[src/rtl/core/fdm_pkg.sv]
// Shared types and constants for the floor divide and modulo unit.
// No dependencies; all other files but the assertion header refer to it.
package fdm_pkg;

  localparam int DATA_WIDTH = 32;
  // prepare stage, one stage per quotient bit, two finishing stages
  localparam int LATENCY    = DATA_WIDTH + 3;

  localparam logic [2:0] CMD_FLOOR_DIV = 3'd0;
  localparam logic [2:0] CMD_MODULO    = 3'd1;
  localparam logic [2:0] CMD_CEIL_DIV  = 3'd2;
  localparam logic [2:0] CMD_MAXIMUM   = 3'd3;
  localparam logic [2:0] CMD_MINIMUM   = 3'd4;

  localparam logic [1:0] ERR_OK       = 2'd0;
  localparam logic [1:0] ERR_DIV_ZERO = 2'd1;
  localparam logic [1:0] ERR_OVERFLOW = 2'd2;

  typedef struct packed {
    logic [2:0]                   command;
    logic signed [DATA_WIDTH-1:0] operand_a;
    logic signed [DATA_WIDTH-1:0] operand_b;
  } fdm_in_t;

  typedef struct packed {
    logic signed [DATA_WIDTH-1:0] result_value;
    logic [1:0]                   error_code;
  } fdm_out_t;

  // Sideband that rides alongside the divider data
  typedef struct packed {
    logic [2:0]            command;
    logic                  neg_a;
    logic                  neg_b;
    logic                  div_zero;
    logic [DATA_WIDTH-1:0] pass_value;
  } fdm_ctl_t;

  // Divider working set: partial remainder, dividend/quotient shifter, divisor
  typedef struct packed {
    logic [DATA_WIDTH-1:0] rem;
    logic [DATA_WIDTH-1:0] work;
    logic [DATA_WIDTH-1:0] divisor;
  } fdm_div_t;

endpackage

[src/rtl/core/fdm_prep.sv]
// Front stage: decodes the command, takes operand magnitudes, resolves max/min.
// Depends on fdm_pkg.
module fdm_prep (
  input  logic             clk,
  input  logic             rst,
  input  logic             src_valid,
  input  fdm_pkg::fdm_in_t src_item,
  output logic             stage_valid,
  output fdm_pkg::fdm_div_t stage_div,
  output fdm_pkg::fdm_ctl_t stage_ctl
);

  localparam int W = fdm_pkg::DATA_WIDTH;

  fdm_pkg::fdm_div_t div_next;
  fdm_pkg::fdm_ctl_t ctl_next;
  logic              a_less;

  // Form magnitudes, flags and the compare result
  always_comb begin
    a_less              = src_item.operand_a < src_item.operand_b;
    ctl_next.command    = src_item.command;
    ctl_next.neg_a      = src_item.operand_a[W-1];
    ctl_next.neg_b      = src_item.operand_b[W-1];
    ctl_next.div_zero   = (src_item.operand_b == '0);
    case (src_item.command)
      fdm_pkg::CMD_MAXIMUM: ctl_next.pass_value = a_less ? src_item.operand_b
                                                         : src_item.operand_a;
      fdm_pkg::CMD_MINIMUM: ctl_next.pass_value = a_less ? src_item.operand_a
                                                         : src_item.operand_b;
      default:              ctl_next.pass_value = '0;
    endcase
    div_next.rem     = '0;
    div_next.work    = src_item.operand_a[W-1] ? W'(-src_item.operand_a)
                                               : W'(src_item.operand_a);
    div_next.divisor = src_item.operand_b[W-1] ? W'(-src_item.operand_b)
                                               : W'(src_item.operand_b);
  end

  // Advance the valid bit
  always_ff @(posedge clk) begin
    if (rst) begin
      stage_valid <= 1'b0;
    end else begin
      stage_valid <= src_valid;
    end
  end

  // Hold the payload
  always_ff @(posedge clk) begin
    stage_div <= div_next;
    stage_ctl <= ctl_next;
  end

endmodule

[config.mk]
export PLATFORM = sky130hd
export DESIGN_NAME = fdm_prep
export DESIGN_NICKNAME = d
export VERILOG_FILES = /design/src/rtl/core/fdm_pkg.sv /design/src/rtl/core/fdm_prep.sv
export SDC_FILE = /design/constraint.sdc
export NUM_CORES = 1
export LEC_CHECK = 0
export BUFFER_PORTS_ARGS = -buffer_cell sky130_fd_sc_hd__buf_2
export CORE_MARGIN = 2
export CORE_UTILIZATION = 40
export CTS_CLUSTER_SIZE = 14
export DETAILED_ROUTE_END_ITERATION = 16
export PLACE_DENSITY = 0.71
export SYNTH_ARGS = -nofsm -noshare
export SYNTH_HDL_FRONTEND = slang
export SYNTH_SLANG_ARGS = --single-unit
export TNS_END_PERCENT = 10
[constraint.sdc]
create_clock -name clk -period 7.16 [get_ports clk]
set_input_delay 0.358 -clock clk [delete_from_list [all_inputs] [get_ports clk]]
set_output_delay 0.358 -clock clk [all_outputs]
set_load 0.1 [all_outputs]
; Yosys cells after proc, flatten, opt, wreduce, memory -nomap -nowiden
; Index checks and enable logic that the tools add are counted.
[totals]
register_bits = 103
latchBits = 0
mem_bits_rw = 0
romBits = 0
output_inout_bits = 135
word_cells = 21
mem_count = 0
[op_classes]
add_sub_neg = 2
multipliers = 0
div = 0
n_lt_le_gt_ge = 1
eq_ne = 2
n_shift = 0
muxes = 5
bitwise_logic = 0
n_reduce_logical = 1
[op_table]
columns = op, count
row1 = $mux 32, 2
row2 = $neg 32->32, 2
row3 = $pmux 32 s2, 1
row4 = $mux 31, 2
row5 = $logic_not 32->1, 1
row6 = $lt 32x32->1, 1
row7 = $eq 3x2->1 const B, 1
row8 = $eq 3x3->1 const B, 1

; Depth between registers and ports, before layout
[logic_depth]
depth_word = 3
ltp_mapped = 11
ltp_nobuf = 9

; Worst setup path after synthesis
; Ideal clock, no wire load.
[synth_path]
path_type = input to register
from = input src_item[17] (netlist bit)
to = register stage_ctl[10] (netlist bit)
setup_time_ns = 0.072
arrival_time_ns = 2.536
required_time_ns = 7.088
setup_slack_ns = 4.553
path_stages = 10
path_buffers = 1
path_cell_list = inv_1 ha_1 a21oi_1 o21ai_0 a221o_1 a2111oi_2 o21ai_2 xnor2_4 buf_4 mux2i_1
[synth_lines]
columns = item, line_no
row1 = from (decl), fdm_prep.sv:7  ; input fdm_pkg::fdm_in_t src_item,
row2 = to (signal assigned), fdm_prep.sv:52  ; stage_ctl <= ctl_next;
row3 = to (decl), fdm_prep.sv:10  ; output fdm_pkg::fdm_ctl_t stage_ctl

==> qor.yml <==
status: "completed"
dr.pass1.iters: 5
fin_crit_sh_pct: 55.3
crit_chain: "buf_2, inv_1, ha_1, nand4_1, nor2_1, nand3_1, o21ai_2, xnor2_4, buf_4, mux2i_1"
synth_cell_types: 50
drc_errors: 0
cts-root-buf: "clkbuf_16"
grt.total_usage_pct: 19.8
place_congestion: 0.841
peakVddDrop_mv: 0.133
rows: 43
cpMaxStageDelayCell: "ha_1"
n_antenna_cell: 0
syn_area_sq_um: 5600
crit_arrival_ps: 4240
hold_viol_final: 0
grt_max_degree: 65
setup-tns-final_ps: 0
h-tree-depth: 3
p_per_area_nw_per_um2: 284
drive_gt1_share_pct: 27.6
seq_power_share_pct: 33.6
worstSetupStartpointType: "primary input"
comb_power_share_pct: 40.4
nets: 866
crit_required_ps: 7430
start_util_pct: 40.7
async_reset_ff_share_pct: 0
clk_path_buf_depth: 2
power_uw: 1920
avgSynthCellArea_sq_um: 9.23
yosysWarnings: 0
overflow: 0
critPathKind: "primary input to flip-flop"
cts_buffers: 9
pin_count: 205
syn_inst: 607
postCtsSetupBuffers: 0
antenna_found_initial: 0
vias: 4925
wire_per_inst_microns: 15.6
ant_nets: 0
clk_pin_slew_ps: 60
p_leak_uw: 0.00311
synth_edf_count: 0
ctsResizeCount: 0
die_w_microns: 122
maxCapViolCount: 0
min_path_type: "primary input to flip-flop"
core_area_sq_um: 13800
worst_slew_pin_slew_ps: 1180
worst_slack_ps: 3200
slew_headroom_pct: 21.1
grt_first_pass_wirelength_microns: 22800
die-area_sq_um: 15000
cts_tree: "yes"
cts.sinks: 103
critPathMaxStageDelay_ps: 960
drt_iter0_drc: 302
yosysSeqAreaShare_pct: 36.8
totalWireLength_microns: 14800
hpwl_microns: 10900
io_buffers: 172
end_kind: "flip-flop"
layout_common_cells: "172 x buf_2, 103 x dfxtp_1, 57 x xnor2_1"
final_max_slew_viol_count: 0
sw_frac_of_total_pct: 45.7
finalCriticalPeriod_ps: 3960
synth_top_flop_cell: "dfxtp_1"
path_max_fanout: 33
rsz0062_at_grt: "no"
die_y_microns: 122
p_clk_share_pct: 26.0
synth_seq_cells: 103
avgViaCountPerCell: 5.20
area_growth_pct: 20.9
fmax_mhz: 252
intPower_uw: 1040
setup_viol: 0
cts_hold_buf: 0
grt_pass1_vias: 4442
p_switching_uw: 879
layout_commonest_cell: "buf_2"
pre_cts_ws_ps: 2850
path summary, 6_finish.rpt:
check / cells past startpoint / slack, ps / from / to
max: 10 / 3200 / src_item[31] / stage_ctl[19]$_DFF_P_
min: 1 / 130 / src_item[65] / stage_ctl[36]$_DFF_P_
cell type report:
class / instances / area (sq um)
tap: 180 / 225
timing repair buffer: 174 / 876
inverter: 36 / 135
sequential: 103 / 2060
fill: 1365 / 7000
multi-input combinational: 439 / 3180
clock inverter: 6 / 60.1
clock buffer: 10 / 239
logic make-up (layout without fill, tap and decap cells):
family / after synthesis / in the layout / share of synthesized area [%]
buffers and inverters: 96 / 226 / 8.71
XOR/XNOR: 59 / 59 / 9.56
AND/OR/NAND/NOR: 155 / 155 / 15.0
flip-flops: 103 / 103 / 36.8
other: 1 / 32 / 0.0669
adder cells (fa/ha/maj): 33 / 33 / 7.37
AO/OA/AOI/OAI: 132 / 132 / 17.5
multiplexers: 28 / 28 / 5.00
power by group through the flow:
stage               Clock [uW]  Combinational, uW  Sequential (uW)
detailed placement           0                777              658
CTS                        511                779              646
finish                     499                777              645
global placement             0                773              659
global route               532                810              649
floorplan                    0                242             1070
worst max-delay path: cells and delay by family:
family	cells	cell delay [ps]
adder cells (fa/ha/maj)	1	960
AND/OR/NAND/NOR	3	540
multiplexers	1	240
XOR/XNOR	1	330
buffers and inverters	3	1150
AO/OA/AOI/OAI	1	620
stage by stage:
step                utilization (%)  area, sq um  instances  hold slack (ps)
finish                         49.2         6770        948              131
global route                   49.2         6770        948              117
CTS                            49.2         6770        948              115
detailed placement             47.0         6470        932              491
global placement               47.0         6470        932              487
floorplan                         -         5720        638              386
metal layers:
layer | routed length, microns | GRT usage (%) | part of all wire (%)
met3 | 900 | 4.23 | 6.1
met4 | 323 | 8.62 | 2.2
met1 | 6640 | 25.1 | 45
met2 | 6930 | 32.4 | 47
met5 | 0 | 0 | 0
cell usage after synthesis (18+ instances only):
cell type / n / area share, %
clkbuf_1: 24 / 1.6
a22oi_1: 52 / 7.0
buf_4: 34 / 4.6
o21ai_0: 18 / 1.6
ha_1: 33 / 7.4
nand2_1: 38 / 2.5
xnor2_1: 57 / 8.9
inv_1: 36 / 2.4
nor2_1: 21 / 1.4
dfxtp_1: 103 / 37
mux2i_1: 28 / 5.0
nand3_1: 21 / 1.9
flip-flops by register name, indices dropped and copies added, names as in the netlist:
signal / count
stage_ctl: 38
stage_div: 64
stage_valid: 1
(Power assumes the default switching activity.)
