## config.mk

```make
export PLATFORM = sky130hd
export DESIGN_NAME = fdm_finish
export DESIGN_NICKNAME = d
export VERILOG_FILES = /design/src/rtl/core/fdm_pkg.sv /design/src/rtl/core/fdm_finish.sv
export SDC_FILE = /design/constraint.sdc
export NUM_CORES = 1
export LEC_CHECK = 0
export BUFFER_PORTS_ARGS = -buffer_cell sky130_fd_sc_hd__buf_2
export CORE_ASPECT_RATIO = 0.9
export CORE_UTILIZATION = 44
export DETAILED_ROUTE_END_ITERATION = 16
export PLACE_DENSITY = 0.7
export SYNTH_ARGS = -nofsm -noshare
export SYNTH_HDL_FRONTEND = slang
export SYNTH_SLANG_ARGS = --single-unit
```

## constraint.sdc

```tcl
create_clock -name clk -period 4.1 [get_ports clk]
set_input_delay 0.41 -clock clk [delete_from_list [all_inputs] [get_ports clk]]
set_output_delay 0.41 -clock clk [all_outputs]
set_load 0.01 [all_outputs]
```

## src/rtl/core/fdm_pkg.sv

```systemverilog
// Shared types and constants for the floor divide and modulo unit.
// No dependencies; all other files but the assertion header refer to it.
package fdm_pkg;

  localparam int DATA_WIDTH = 32;
  // prepare stage, one stage per quotient bit, two finishing stages
  localparam int LATENCY    = DATA_WIDTH + 3;

  localparam logic [2:0] CMD_FLOOR_DIV = 3'd0;
  localparam logic [2:0] CMD_MODULO    = 3'd1;
  localparam logic [2:0] CMD_CEIL_DIV  = 3'd2;
  localparam logic [2:0] CMD_MAXIMUM   = 3'd3;
  localparam logic [2:0] CMD_MINIMUM   = 3'd4;

  localparam logic [1:0] ERR_OK       = 2'd0;
  localparam logic [1:0] ERR_DIV_ZERO = 2'd1;
  localparam logic [1:0] ERR_OVERFLOW = 2'd2;

  typedef struct packed {
    logic [2:0]                   command;
    logic signed [DATA_WIDTH-1:0] operand_a;
    logic signed [DATA_WIDTH-1:0] operand_b;
  } fdm_in_t;

  typedef struct packed {
    logic signed [DATA_WIDTH-1:0] result_value;
    logic [1:0]                   error_code;
  } fdm_out_t;

  // Sideband that rides alongside the divider data
  typedef struct packed {
    logic [2:0]            command;
    logic                  neg_a;
    logic                  neg_b;
    logic                  div_zero;
    logic [DATA_WIDTH-1:0] pass_value;
  } fdm_ctl_t;

  // Divider working set: partial remainder, dividend/quotient shifter, divisor
  typedef struct packed {
    logic [DATA_WIDTH-1:0] rem;
    logic [DATA_WIDTH-1:0] work;
    logic [DATA_WIDTH-1:0] divisor;
  } fdm_div_t;

endpackage

```

## src/rtl/core/fdm_finish.sv

```systemverilog
// Back stages: floor/ceiling/modulo correction, sign restore, saturation and
// error coding. Depends on fdm_pkg.
module fdm_finish (
  input  logic              clk,
  input  logic              rst,
  input  logic              src_valid,
  input  fdm_pkg::fdm_div_t src_div,
  input  fdm_pkg::fdm_ctl_t src_ctl,
  output logic              done,
  output fdm_pkg::fdm_out_t result
);

  localparam int W = fdm_pkg::DATA_WIDTH;
  localparam logic [W-1:0] MaxPos = {1'b0, {(W-1){1'b1}}};

  logic              differ;
  logic              rem_nz;
  logic              bump;
  logic [W-1:0]      mod_mag;
  logic [W:0]        mag_next;
  logic              neg_next;

  logic              fix_valid;
  logic [W:0]        fix_mag;
  logic              fix_neg;
  fdm_pkg::fdm_ctl_t fix_ctl;

  logic              is_div;
  logic              overflow;
  fdm_pkg::fdm_out_t result_next;

  // Correct the magnitude: round quotient, fold remainder
  always_comb begin
    differ  = src_ctl.neg_a ^ src_ctl.neg_b;
    rem_nz  = (src_div.rem != '0);
    bump    = rem_nz && (((src_ctl.command == fdm_pkg::CMD_FLOOR_DIV) && differ) ||
                         ((src_ctl.command == fdm_pkg::CMD_CEIL_DIV) && !differ));
    mod_mag = !rem_nz ? '0 : (differ ? src_div.divisor - src_div.rem : src_div.rem);
    if (src_ctl.command == fdm_pkg::CMD_MODULO) begin
      mag_next = {1'b0, mod_mag};
      neg_next = src_ctl.neg_b;
    end else begin
      mag_next = {1'b0, src_div.work} + {{W{1'b0}}, bump};
      neg_next = differ;
    end
  end

  always_ff @(posedge clk) begin
    if (rst) begin
      fix_valid <= 1'b0;
    end else begin
      fix_valid <= src_valid;
    end
  end

  always_ff @(posedge clk) begin
    fix_mag <= mag_next;
    fix_neg <= neg_next;
    fix_ctl <= src_ctl;
  end

  // Restore the sign, saturate the one overflowing quotient, code errors
  always_comb begin
    is_div   = (fix_ctl.command == fdm_pkg::CMD_FLOOR_DIV) ||
               (fix_ctl.command == fdm_pkg::CMD_MODULO) ||
               (fix_ctl.command == fdm_pkg::CMD_CEIL_DIV);
    overflow = (fix_ctl.command != fdm_pkg::CMD_MODULO) && !fix_neg &&
               (fix_mag[W] || fix_mag[W-1]);
    if (!is_div) begin
      result_next.result_value = fix_ctl.pass_value;
      result_next.error_code   = fdm_pkg::ERR_OK;
    end else if (fix_ctl.div_zero) begin
      result_next.result_value = '0;
      result_next.error_code   = fdm_pkg::ERR_DIV_ZERO;
    end else if (overflow) begin
      result_next.result_value = MaxPos;
      result_next.error_code   = fdm_pkg::ERR_OVERFLOW;
    end else begin
      result_next.result_value = fix_neg ? -fix_mag[W-1:0] : fix_mag[W-1:0];
      result_next.error_code   = fdm_pkg::ERR_OK;
    end
  end

  // Strobe the result for one cycle
  always_ff @(posedge clk) begin
    if (rst) begin
      done <= 1'b0;
    end else begin
      done <= fix_valid;
    end
  end

  always_ff @(posedge clk) begin
    result <= result_next;
  end

endmodule

```

# ---- Word-level counts from Yosys, hierarchy flattened
# Cells that the tools add are included.
dict set report word_totals {
  ff_bits 106
  out_inout_bits 35
}
dict set report classes {
  add_sub_neg 3
  n_eq_ne 5
  muxes 8
  bitwise 2
  reduce_logical 15
}
# op count
set op_table {}
lappend op_table {{2-to-1 mux 32 bit} 4}
lappend op_table {{2-to-1 mux 34 bit} 3}
lappend op_table {{adder 32 x 1 -> 33 bit} 1}
lappend op_table {{negation 32 bit} 1}
lappend op_table {{nonzero test 32 bit} 1}
lappend op_table {{subtractor 32 bit} 1}
lappend op_table {{equality test 3 x 1 -> 1 bit, second input constant} 2}
lappend op_table {{equality test 3 x 2 -> 1 bit, second input constant} 2}
lappend op_table {{zero test 3 bit} 2}
lappend op_table {{logical AND 1 bit} 5}
lappend op_table {{logical OR 1 bit} 4}
lappend op_table {{!= test 3 x 1 -> 1 bit, second input constant} 1}
lappend op_table {{zero test 1 bit} 2}
lappend op_table {{OR reduction 2 bit} 1}
lappend op_table {{2-to-1 mux 1 bit} 1}
lappend op_table {{inverter 1 bit} 1}
lappend op_table {{bitwise XOR 1 bit} 1}

# ---- Longest topological paths before layout
# Gate-level depths: netlist (run 1).
dict set report depth {
  ltp_word 7
  depth_mapped 13
  depth_no_buf 12
}

# ---- Worst setup path before layout (run 1)
# Ideal clock, no wire load.
dict set report synth_path {
  kind {input port to flip-flop}
  from {input port src_ctl[33] (netlist name)}
  to {register fix_mag[19]}
  setup_time_ns 0.129
  t_arrival_ns 2.914
  slack_ns 1.057
  stages 12
  path_buffers 1
  cell_sequence {xor2_1 xnor2_1 nor4_1 ha_1 nand3_1 or2_2 clkbuf_1 nor4_1 nand2_1 xnor2_1 a22oi_1 o21ai_0}
}
dict set report synth_via {
  elab_chain_len 7
  elab_cells_between_ends 10
  cone_classes {1 x add/sub; 3 x mux; 1 x bitwise; 5 x reduce/logical}
}
# item line_no
set synth_lines {}
lappend synth_lines {{start, declared} fdm_finish.sv:8} ;# input fdm_pkg::fdm_ctl_t src_ctl,
lappend synth_lines {{bitwise XOR 1 bit *} fdm_finish.sv:34} ;# differ = src_ctl.neg_a ^ src_ctl.neg_b;
lappend synth_lines {{zero test 1 bit} fdm_finish.sv:37} ;# ((src_ctl.command == fdm_pkg::CMD_CEIL_DIV) && !differ));
lappend synth_lines {{logical AND 1 bit} fdm_finish.sv:37}
lappend synth_lines {{logical OR 1 bit} fdm_finish.sv:36} ;# bump = rem_nz && (((src_ctl.command == fdm_pkg::CMD_FLOOR_DIV) && differ) ||
lappend synth_lines {{logical AND 1 bit} fdm_finish.sv:36}
lappend synth_lines {{adder 32 x 1 -> 33 bit} fdm_finish.sv:43} ;# mag_next = {1'b0, src_div.work} + {{W{1'b0}}, bump};
lappend synth_lines {{2-to-1 mux 32 bit *} fdm_finish.sv:39} ;# if (src_ctl.command == fdm_pkg::CMD_MODULO) begin
lappend synth_lines {{via mag_next[19]} fdm_finish.sv:20} ;# logic [W:0] mag_next;
lappend synth_lines {{end signal, assigned} fdm_finish.sv:57} ;# fix_mag <= mag_next;
lappend synth_lines {{end, declared} fdm_finish.sv:24} ;# logic [W:0] fix_mag;
# The timed path passes the listed nets; every way through them passes the cells marked *.
# A chain may end at the register's enable or synchronous reset.

# ---- Final worst setup path (run 1)
# Same ends and word-level chain as after synthesis.

==> results of run 1 <==
## where the power goes
group / switching, mW / total [mW] / internal [mW]
sequential: 0.0476 / 1.16 / 1.11
combinational: 0.409 / 0.718 / 0.309
clock: 0.404 / 0.834 / 0.429
total: 0.861 / 2.71 / 1.85
## state kept, by name, indices dropped and copies added, names as in the netlist
signal     cells
fix_ctl       36
result        34
fix_mag       33
done           1
fix_neg        1
fix_valid      1
## layer usage
metal | GRT usage [%] | part of all wire, % | vias to the layer above
met3 | 3.23 | 7.2 | 32
met2 | 37.5 | 43 | 247
li1 | - | - | 3091
met1 | 34.7 | 48 | 2763
met4 | 8.00 | 2.4 | 2
met5 | 0 | 0.072 | -
## area by class of cell
type | count | area, µm²
flip-flops and latches | 106 | 2120
multi-input cells | 583 | 3960
clock inverters | 7 | 67.6
inverters | 44 | 165
clock buffers | 9 | 225
fillers | 1349 | 6350
well taps | 193 | 241
repair buffers | 180 | 923
diodes | 2 | 5.00
## cell families (layout without fill, tap and decap cells)
kind of cell	after synthesis	after routing	synth area share (%)
AND/OR/NAND/NOR	236	236	18.6
AO/OA/AOI/OAI	226	226	24.7
flip-flops	106	106	33.4
XOR/XNOR	84	84	11.6
buffers and inverters	73	240	4.37
adder cells (fa/ha/maj)	35	35	7.01
multiplexers	2	2	0.315
other	0	2	0
## cells in the final DEF (no fill, tap or decap), drive strengths merged, types with 16 or more instances in the layout
cell / Yosys / final
nand2: 76 / 76
o21ai: 41 / 41
nor2: 38 / 38
dfxtp: 106 / 106
o31ai: 16 / 16
xnor2: 35 / 35
nand3: 24 / 24
inv: 44 / 49
buf: 5 / 180
a22o: 21 / 21
nor3: 16 / 16
xor2: 49 / 49
ha: 34 / 34
a21oi: 36 / 36
a21o: 29 / 29
## worst paths after layout
check | start | endpoint
worst max register to register | fix_mag[10]$_DFF_P_ | result[28]$_DFF_P_
worst max-delay path | src_ctl[33] | fix_mag[19]$_DFF_P_
worst min-delay path | src_ctl[26] | fix_ctl[26]$_DFF_P_
worst min register to register | fix_ctl[5]$_DFF_P_ | result[7]$_DFF_P_
## per-stage QoR
stage,utilization (%),hold slack (ns),total power [mW],area (µm²)
final,54.8,0.165,2.71,7710
after global routing,54.8,0.152,2.86,7710
after CTS,54.8,0.155,2.72,7700
after detailed placement,52.7,0.408,1.89,7410
after global placement,52.7,0.408,1.89,7410
after floorplan,-,0.403,1.64,6350
==> flow_summary_export.csv, run 1 <==
group,metric,value,unit
sta,rsz0062_at_grt,"false",
place,dp_slack,0.847,ns
global_routing,antenna_found_initial,3,
die,core,14100,µm²
global_routing,grt_use_total,24.3,%
clock_tree,clk_pin_slew,0.08,ns
final_layout,fin_nets,1096,
critical_path,critPathRequiredTime,4.32,ns
critical_path,critPathCaptureType,"flip-flop",
clock_tree,cts-htree-levels,3,
die,io_pins,172,
pwr,ir_drop,0.253,mV
detailed_routing,ant_nets,0,
clock_tree,cts_root_buf,"clkbuf_16",
sta,finalSetupTns,0,ns
pwr,powerDensity,352,nW/µm²
critical_path,cp_num_cells,12,
sta,setup_viol,0,
detailed_routing,viasPerCell,5.46,
place,dp.final_hpwl,14600,µm
synthesis,synth.net_count,934,
synthesis,synth_area_leaders,"dfxtp_1 (33%), xor2_1 (6.8%), ha_1 (6.7%), xnor2_1 (4.8%), nand2_1 (4.4%)",
sta,worst_slack,1.17,ns
global_routing,grt_pass1_vias,5516,
synthesis,yosys.area.top_type,"dfxtp_1",
final_layout,stdcell_count,1124,
synthesis,synth_top_area_share,33.4,%
final_layout,drive_above_1_share,22.5,%
clock_tree,clockBufferDepth,2,
pwr,leakage,3.56,nW
synthesis,synth_cells,762,
critical_path,crit_path_top_delay_cell,"nor4_1",
critical_path,crit_chain,"buf_2 > xor2_1 > xnor2_1 > nor4_1 > ha_1 > nand3_1 > or2_2 > nor4_1 > nand2_1 > xnor2_1 > a22oi_1 > o21ai_0",
clock_tree,cts_num_sinks,106,
clock_tree,cts_resized,0,
detailed_routing,totalWireLength,18100,µm
clock_tree,post_cts_buffers,0,
synthesis,post-synth-top-count-cell,"dfxtp_1",
sta,fin_crit_sh,71.4,%
min_path,min_path_type,"primary input to flip-flop",
synthesis,synth-edff-count,0,
detailed_routing,vias,6135,
synthesis,syn_area_per_cell,8.33,µm²
place,port_buffers,171,
detailed_routing,first_pass_iters,4,
sta,fmax,342,MHz
clock_tree,cts_buffers,9,
sta,hold_viol_final,0,
critical_path,path_class,"primary input to flip-flop",
global_routing,grt_max_degree,34,
place,dp.cells,1106,
die,dieArea,14900,µm²
place,gp_congestion,0.916,
critical_path,worstPathMaxFanout,6,
detailed_routing,drc,0,
detailed_routing,drt_iter0_markers,373,
clock_tree,postCtsHoldBufs,0,
synthesis,yosysSeqAreaShare,33.4,%
detailed_routing,wl_per_cell,16.1,µm
critical_path,cp_slowest_stage_delay,0.57,ns
sta,finalClockSkew,0.00846,ns
die,start_util,45.2,%
synthesis,yosysUniqueCellTypes,60,
critical_path,cp_data_arrival_time,3.15,ns
die,core.rowCount,41,
global_routing,grt_overflow,0,
critical_path,worst-path-buf-inv,1,
global_routing,grt_pass1_wl,28100,µm
sta,worst_pin_slew,0.942,ns
synthesis,async_flop_share,0,%
critical_path,r2r_setup_slack,1.38,ns
synthesis,ys_top_cells_by_count,"dfxtp_1 (106), nand2_1 (75), xor2_1 (49), inv_1 (44), o21ai_0 (40)",
synthesis,yosys_register_bits,106,
critical_path,crit_family,"simple AND/OR/NAND/NOR gates",
min_path,whs_path_depth,1,
clock_tree,cts_tree,"built",
final_layout,area.growth.synth_to_final,21.4,%
critical_path,cp-start-kind,"primary input",
clock_tree,insertion_delay,0.34,ns
sta,relSlewSlack,37.2,%
synthesis,synthFlopType,"dfxtp_1",
critical_path,r2r_cells,8,
synthesis,synth_area,6350,µm²
synthesis,yosys_warnings,0,
die,die_height,116,µm
sta,slew_violations,0,
status,status,"finished, final reports clean",
sta,period_needed,2.93,ns
run,drv_cap,0,
die,die_x,129,µm
No activity file was read; power rests on OpenSTA's default activity.
==> run 2, diff against run 1 <==
--- a/config.mk
+++ b/config.mk
@@ -5,11 +5,12 @@
 export SDC_FILE = /design/constraint.sdc
 export NUM_CORES = 1
 export LEC_CHECK = 0
+export ABC_AREA = 1
 export BUFFER_PORTS_ARGS = -buffer_cell sky130_fd_sc_hd__buf_2
 export CORE_ASPECT_RATIO = 0.9
 export CORE_UTILIZATION = 44
 export DETAILED_ROUTE_END_ITERATION = 16
-export PLACE_DENSITY = 0.7
+export PLACE_DENSITY = 0.68
 export SYNTH_ARGS = -nofsm -noshare
 export SYNTH_HDL_FRONTEND = slang
 export SYNTH_SLANG_ARGS = --single-unit
==> constraint.sdc (replaced) <==
create_clock -name clk -period 2.9 [get_ports clk]
set_input_delay 0.29 -clock clk [delete_from_list [all_inputs] [get_ports clk]]
set_output_delay 0.29 -clock clk [all_outputs]
set_load 0.01 [all_outputs]
==> flow_summary_export.csv, run 2 <==
group,metric,value,unit
synthesis,syn_area_per_cell,6.03,µm²
final_layout,final_cell_area,8940,µm²
detailed_routing,totalWireLength,22700,µm
min_path,min_path_type,"primary input to flip-flop",
status,status,"finished, final reports clean",
synthesis,synth-edff-count,0,
detailed_routing,wl_per_cell,13.9,µm
final_layout,mostFrequentLayoutCell,"nand2_1",
final_layout,final_util,53.1,%
sta,rsz0062_at_grt,"false",
die,io_pins,172,
die,die_x,140,µm
pwr,leakage,4.96,nW
global_routing,grt_overflow,0,
place,placed_cell_area,8640,µm²
critical_path,worstPathMaxFanout,5,
final_layout,largest_reg_flops,36,
global_routing,grt_max_degree,36,
sta,finalSetupTns,0,ns
critical_path,worst-path-buf-inv,3,
die,core.rowCount,45,
synthesis,synth.net_count,1427,
clock_tree,clk_pin_slew,0.07,ns
pwr,powerDensity,445,nW/µm²
sta,fin_crit_sh,80.8,%
clock_tree,cts-htree-levels,3,
synthesis,synthFlopType,"dfxtp_1",
clock_tree,insertion_delay,0.35,ns
final_layout,final_cell_mix,"nand2_1 (391), inv_1 (213), buf_2 (171), nor2_1 (122), dfxtp_1 (106)",
final_layout,regMostFlops,"fix_ctl",
synthesis,yosys_warnings,0,
critical_path,cp_data_arrival_time,2.59,ns
synthesis,yosysSeqAreaShare,28.1,%
synthesis,yosysUniqueCellTypes,42,
clock_tree,cts_resized,0,
global_routing,grt_use_total,26.1,%
clock_tree,cts_buffers,9,
critical_path,crit_family,"simple AND/OR/NAND/NOR gates",
sta,relSlewSlack,50.0,%
global_routing,antenna_found_initial,0,
final_layout,drive_above_1_share,16.1,%
die,dieArea,17700,µm²
critical_path,cp_num_cells,19,
critical_path,crit_chain,"buf_2 > inv_1 > nand4_1 > nor2_1 > nand2_1 > nor2_1 > a211oi_1 > ha_1 > nand2_2 > nor2_4 > inv_6 > nor2_4 > nand2_4 > nor2_8 > nand3_2 > nor2_1 > nand2_1 > nand3_1 > nand2_1",
synthesis,yosys.area.top_type,"dfxtp_1",
critical_path,critPathCaptureType,"flip-flop",
critical_path,r2r_cells,7,
place,port_buffers,171,
detailed_routing,viasPerCell,5.07,
clock_tree,cts_num_sinks,106,
sta,worst_slack,0.558,ns
sta,finalClockSkew,0.00876,ns
final_layout,stdcell_count,1637,
synthesis,synth_area_leaders,"dfxtp_1 (28%), nand2_1 (19%), inv_1 (11%), nor2_1 (6.1%), a21oi_1 (5.7%)",
place,dp_slack,0.240,ns
critical_path,cp_slowest_stage_delay,0.30,ns
synthesis,synth_area,7560,µm²
clock_tree,cts_tree,"built",
die,die_height,126,µm
die,start_util,44.9,%
critical_path,critPathRequiredTime,3.15,ns
synthesis,yosys_register_bits,106,
pwr,ir_drop,0.301,mV
detailed_routing,drc,0,
clock_tree,clockBufferDepth,2,
synthesis,synth_top_area_share,28.1,%
detailed_routing,vias,8294,
synthesis,post-synth-top-count-cell,"nand2_1",
global_routing,grt_pass1_vias,7330,
sta,timing.hold.ws,0.0380,ns
detailed_routing,ant_nets,0,
detailed_routing,drt_iter0_markers,706,
sta,fmax,427,MHz
run,drv_cap,0,
min_path,whs_path_depth,1,
synthesis,synth_cells,1255,
sta,worst_pin_slew,0.747,ns
final_layout,area.growth.synth_to_final,18.2,%
detailed_routing,first_pass_iters,7,
synthesis,async_flop_share,0,%
clock_tree,postCtsHoldBufs,0,
critical_path,path_class,"primary input to flip-flop",
critical_path,crit_path_top_delay_cell,"a211oi_1",
final_layout,fill_cells,1748,
place,dp.final_hpwl,18700,µm
pwr,power,3.98,mW
final_layout,reg_top3,"fix_ctl x36, result x34, fix_mag x33",
global_routing,grt_pass1_wl,36500,µm
place,gp_congestion,0.996,
final_layout,fin_nets,1593,
clock_tree,cts_root_buf,"clkbuf_16",
clock_tree,post_cts_buffers,0,
synthesis,ys_top_cells_by_count,"nand2_1 (391), inv_1 (213), nor2_1 (122), dfxtp_1 (106), a21oi_1 (86)",
die,core,16800,µm²
sta,setup_viol,0,
sta,hold_viol_final,0,
critical_path,cp-start-kind,"primary input",
place,dp.cells,1621,
sta,slew_violations,0,
final_layout,antenna_cells,0,
sta,period_needed,2.34,ns
==> run 2: cell types whose count changed in the layout (fill, tap and decap cells not counted), moves of 23 or more <==
cell	change
a21oi_1	+50
nor2_1	+84
inv_1	+169
xor2_1	-28
nand2_1	+316
a21o_1	-28
xnor2_1	-23
nand3_1	+60
==> run 2: final timing paths <==
path	startpoint	endpoint	slack, ns
max	src_div[67]	fix_mag[31]$_DFF_P_	0.56
min	src_ctl[29]	fix_ctl[29]$_DFF_P_	0.04
max reg2reg	fix_ctl[35]$_DFF_P_	result[18]$_DFF_P_	0.96
min reg2reg	fix_valid$_SDFF_PP0_	done$_SDFF_PP0_	0.40
==> run 2: layout make-up <==
class | count | area [µm²] | area share (%)
clock inverters | 7 | 76.3 | 0.854
inverters | 219 | 827 | 9.25
repair buffers | 179 | 916 | 10.2
flip-flops and latches | 106 | 2120 | 23.7
clock buffers | 9 | 225 | 2.52
well taps | 211 | 264 | 2.95
multi-input cells | 906 | 4510 | 50.4
==> run 2: cell families (layout without fill, tap and decap cells) <==
| logic type | count (synthesis) | count (layout) | share of synthesized area [%] |
|---|---|---|---|
| xor gates and xnor gates | 32 | 32 | 3.71 |
| AOI/OAI and AO/OA | 173 | 173 | 12.0 |
| adders and majority gates | 35 | 35 | 5.89 |
| buffers and inverters | 243 | 414 | 12.3 |
| DFF | 106 | 106 | 28.1 |
| and+or+nand+nor | 666 | 666 | 38.0 |
==> run 2: per-layer routing <==
layer	track usage [%]	part of all wire, %	vias to the layer above
li1	-	-	4283
met1	37.7	47	3678
met2	40.8	43	310
met3	4.76	8.7	23
met4	4.14	1.1	0
met5	0	0	-
==> run 2: power breakdown <==
group | switching [mW] | internal (mW) | total (mW) | leakage [nW]
registers | 0.0530 | 1.58 | 1.63 | 0.893
logic | 0.710 | 0.407 | 1.12 | 3.92
clock network | 0.554 | 0.677 | 1.23 | 0.148
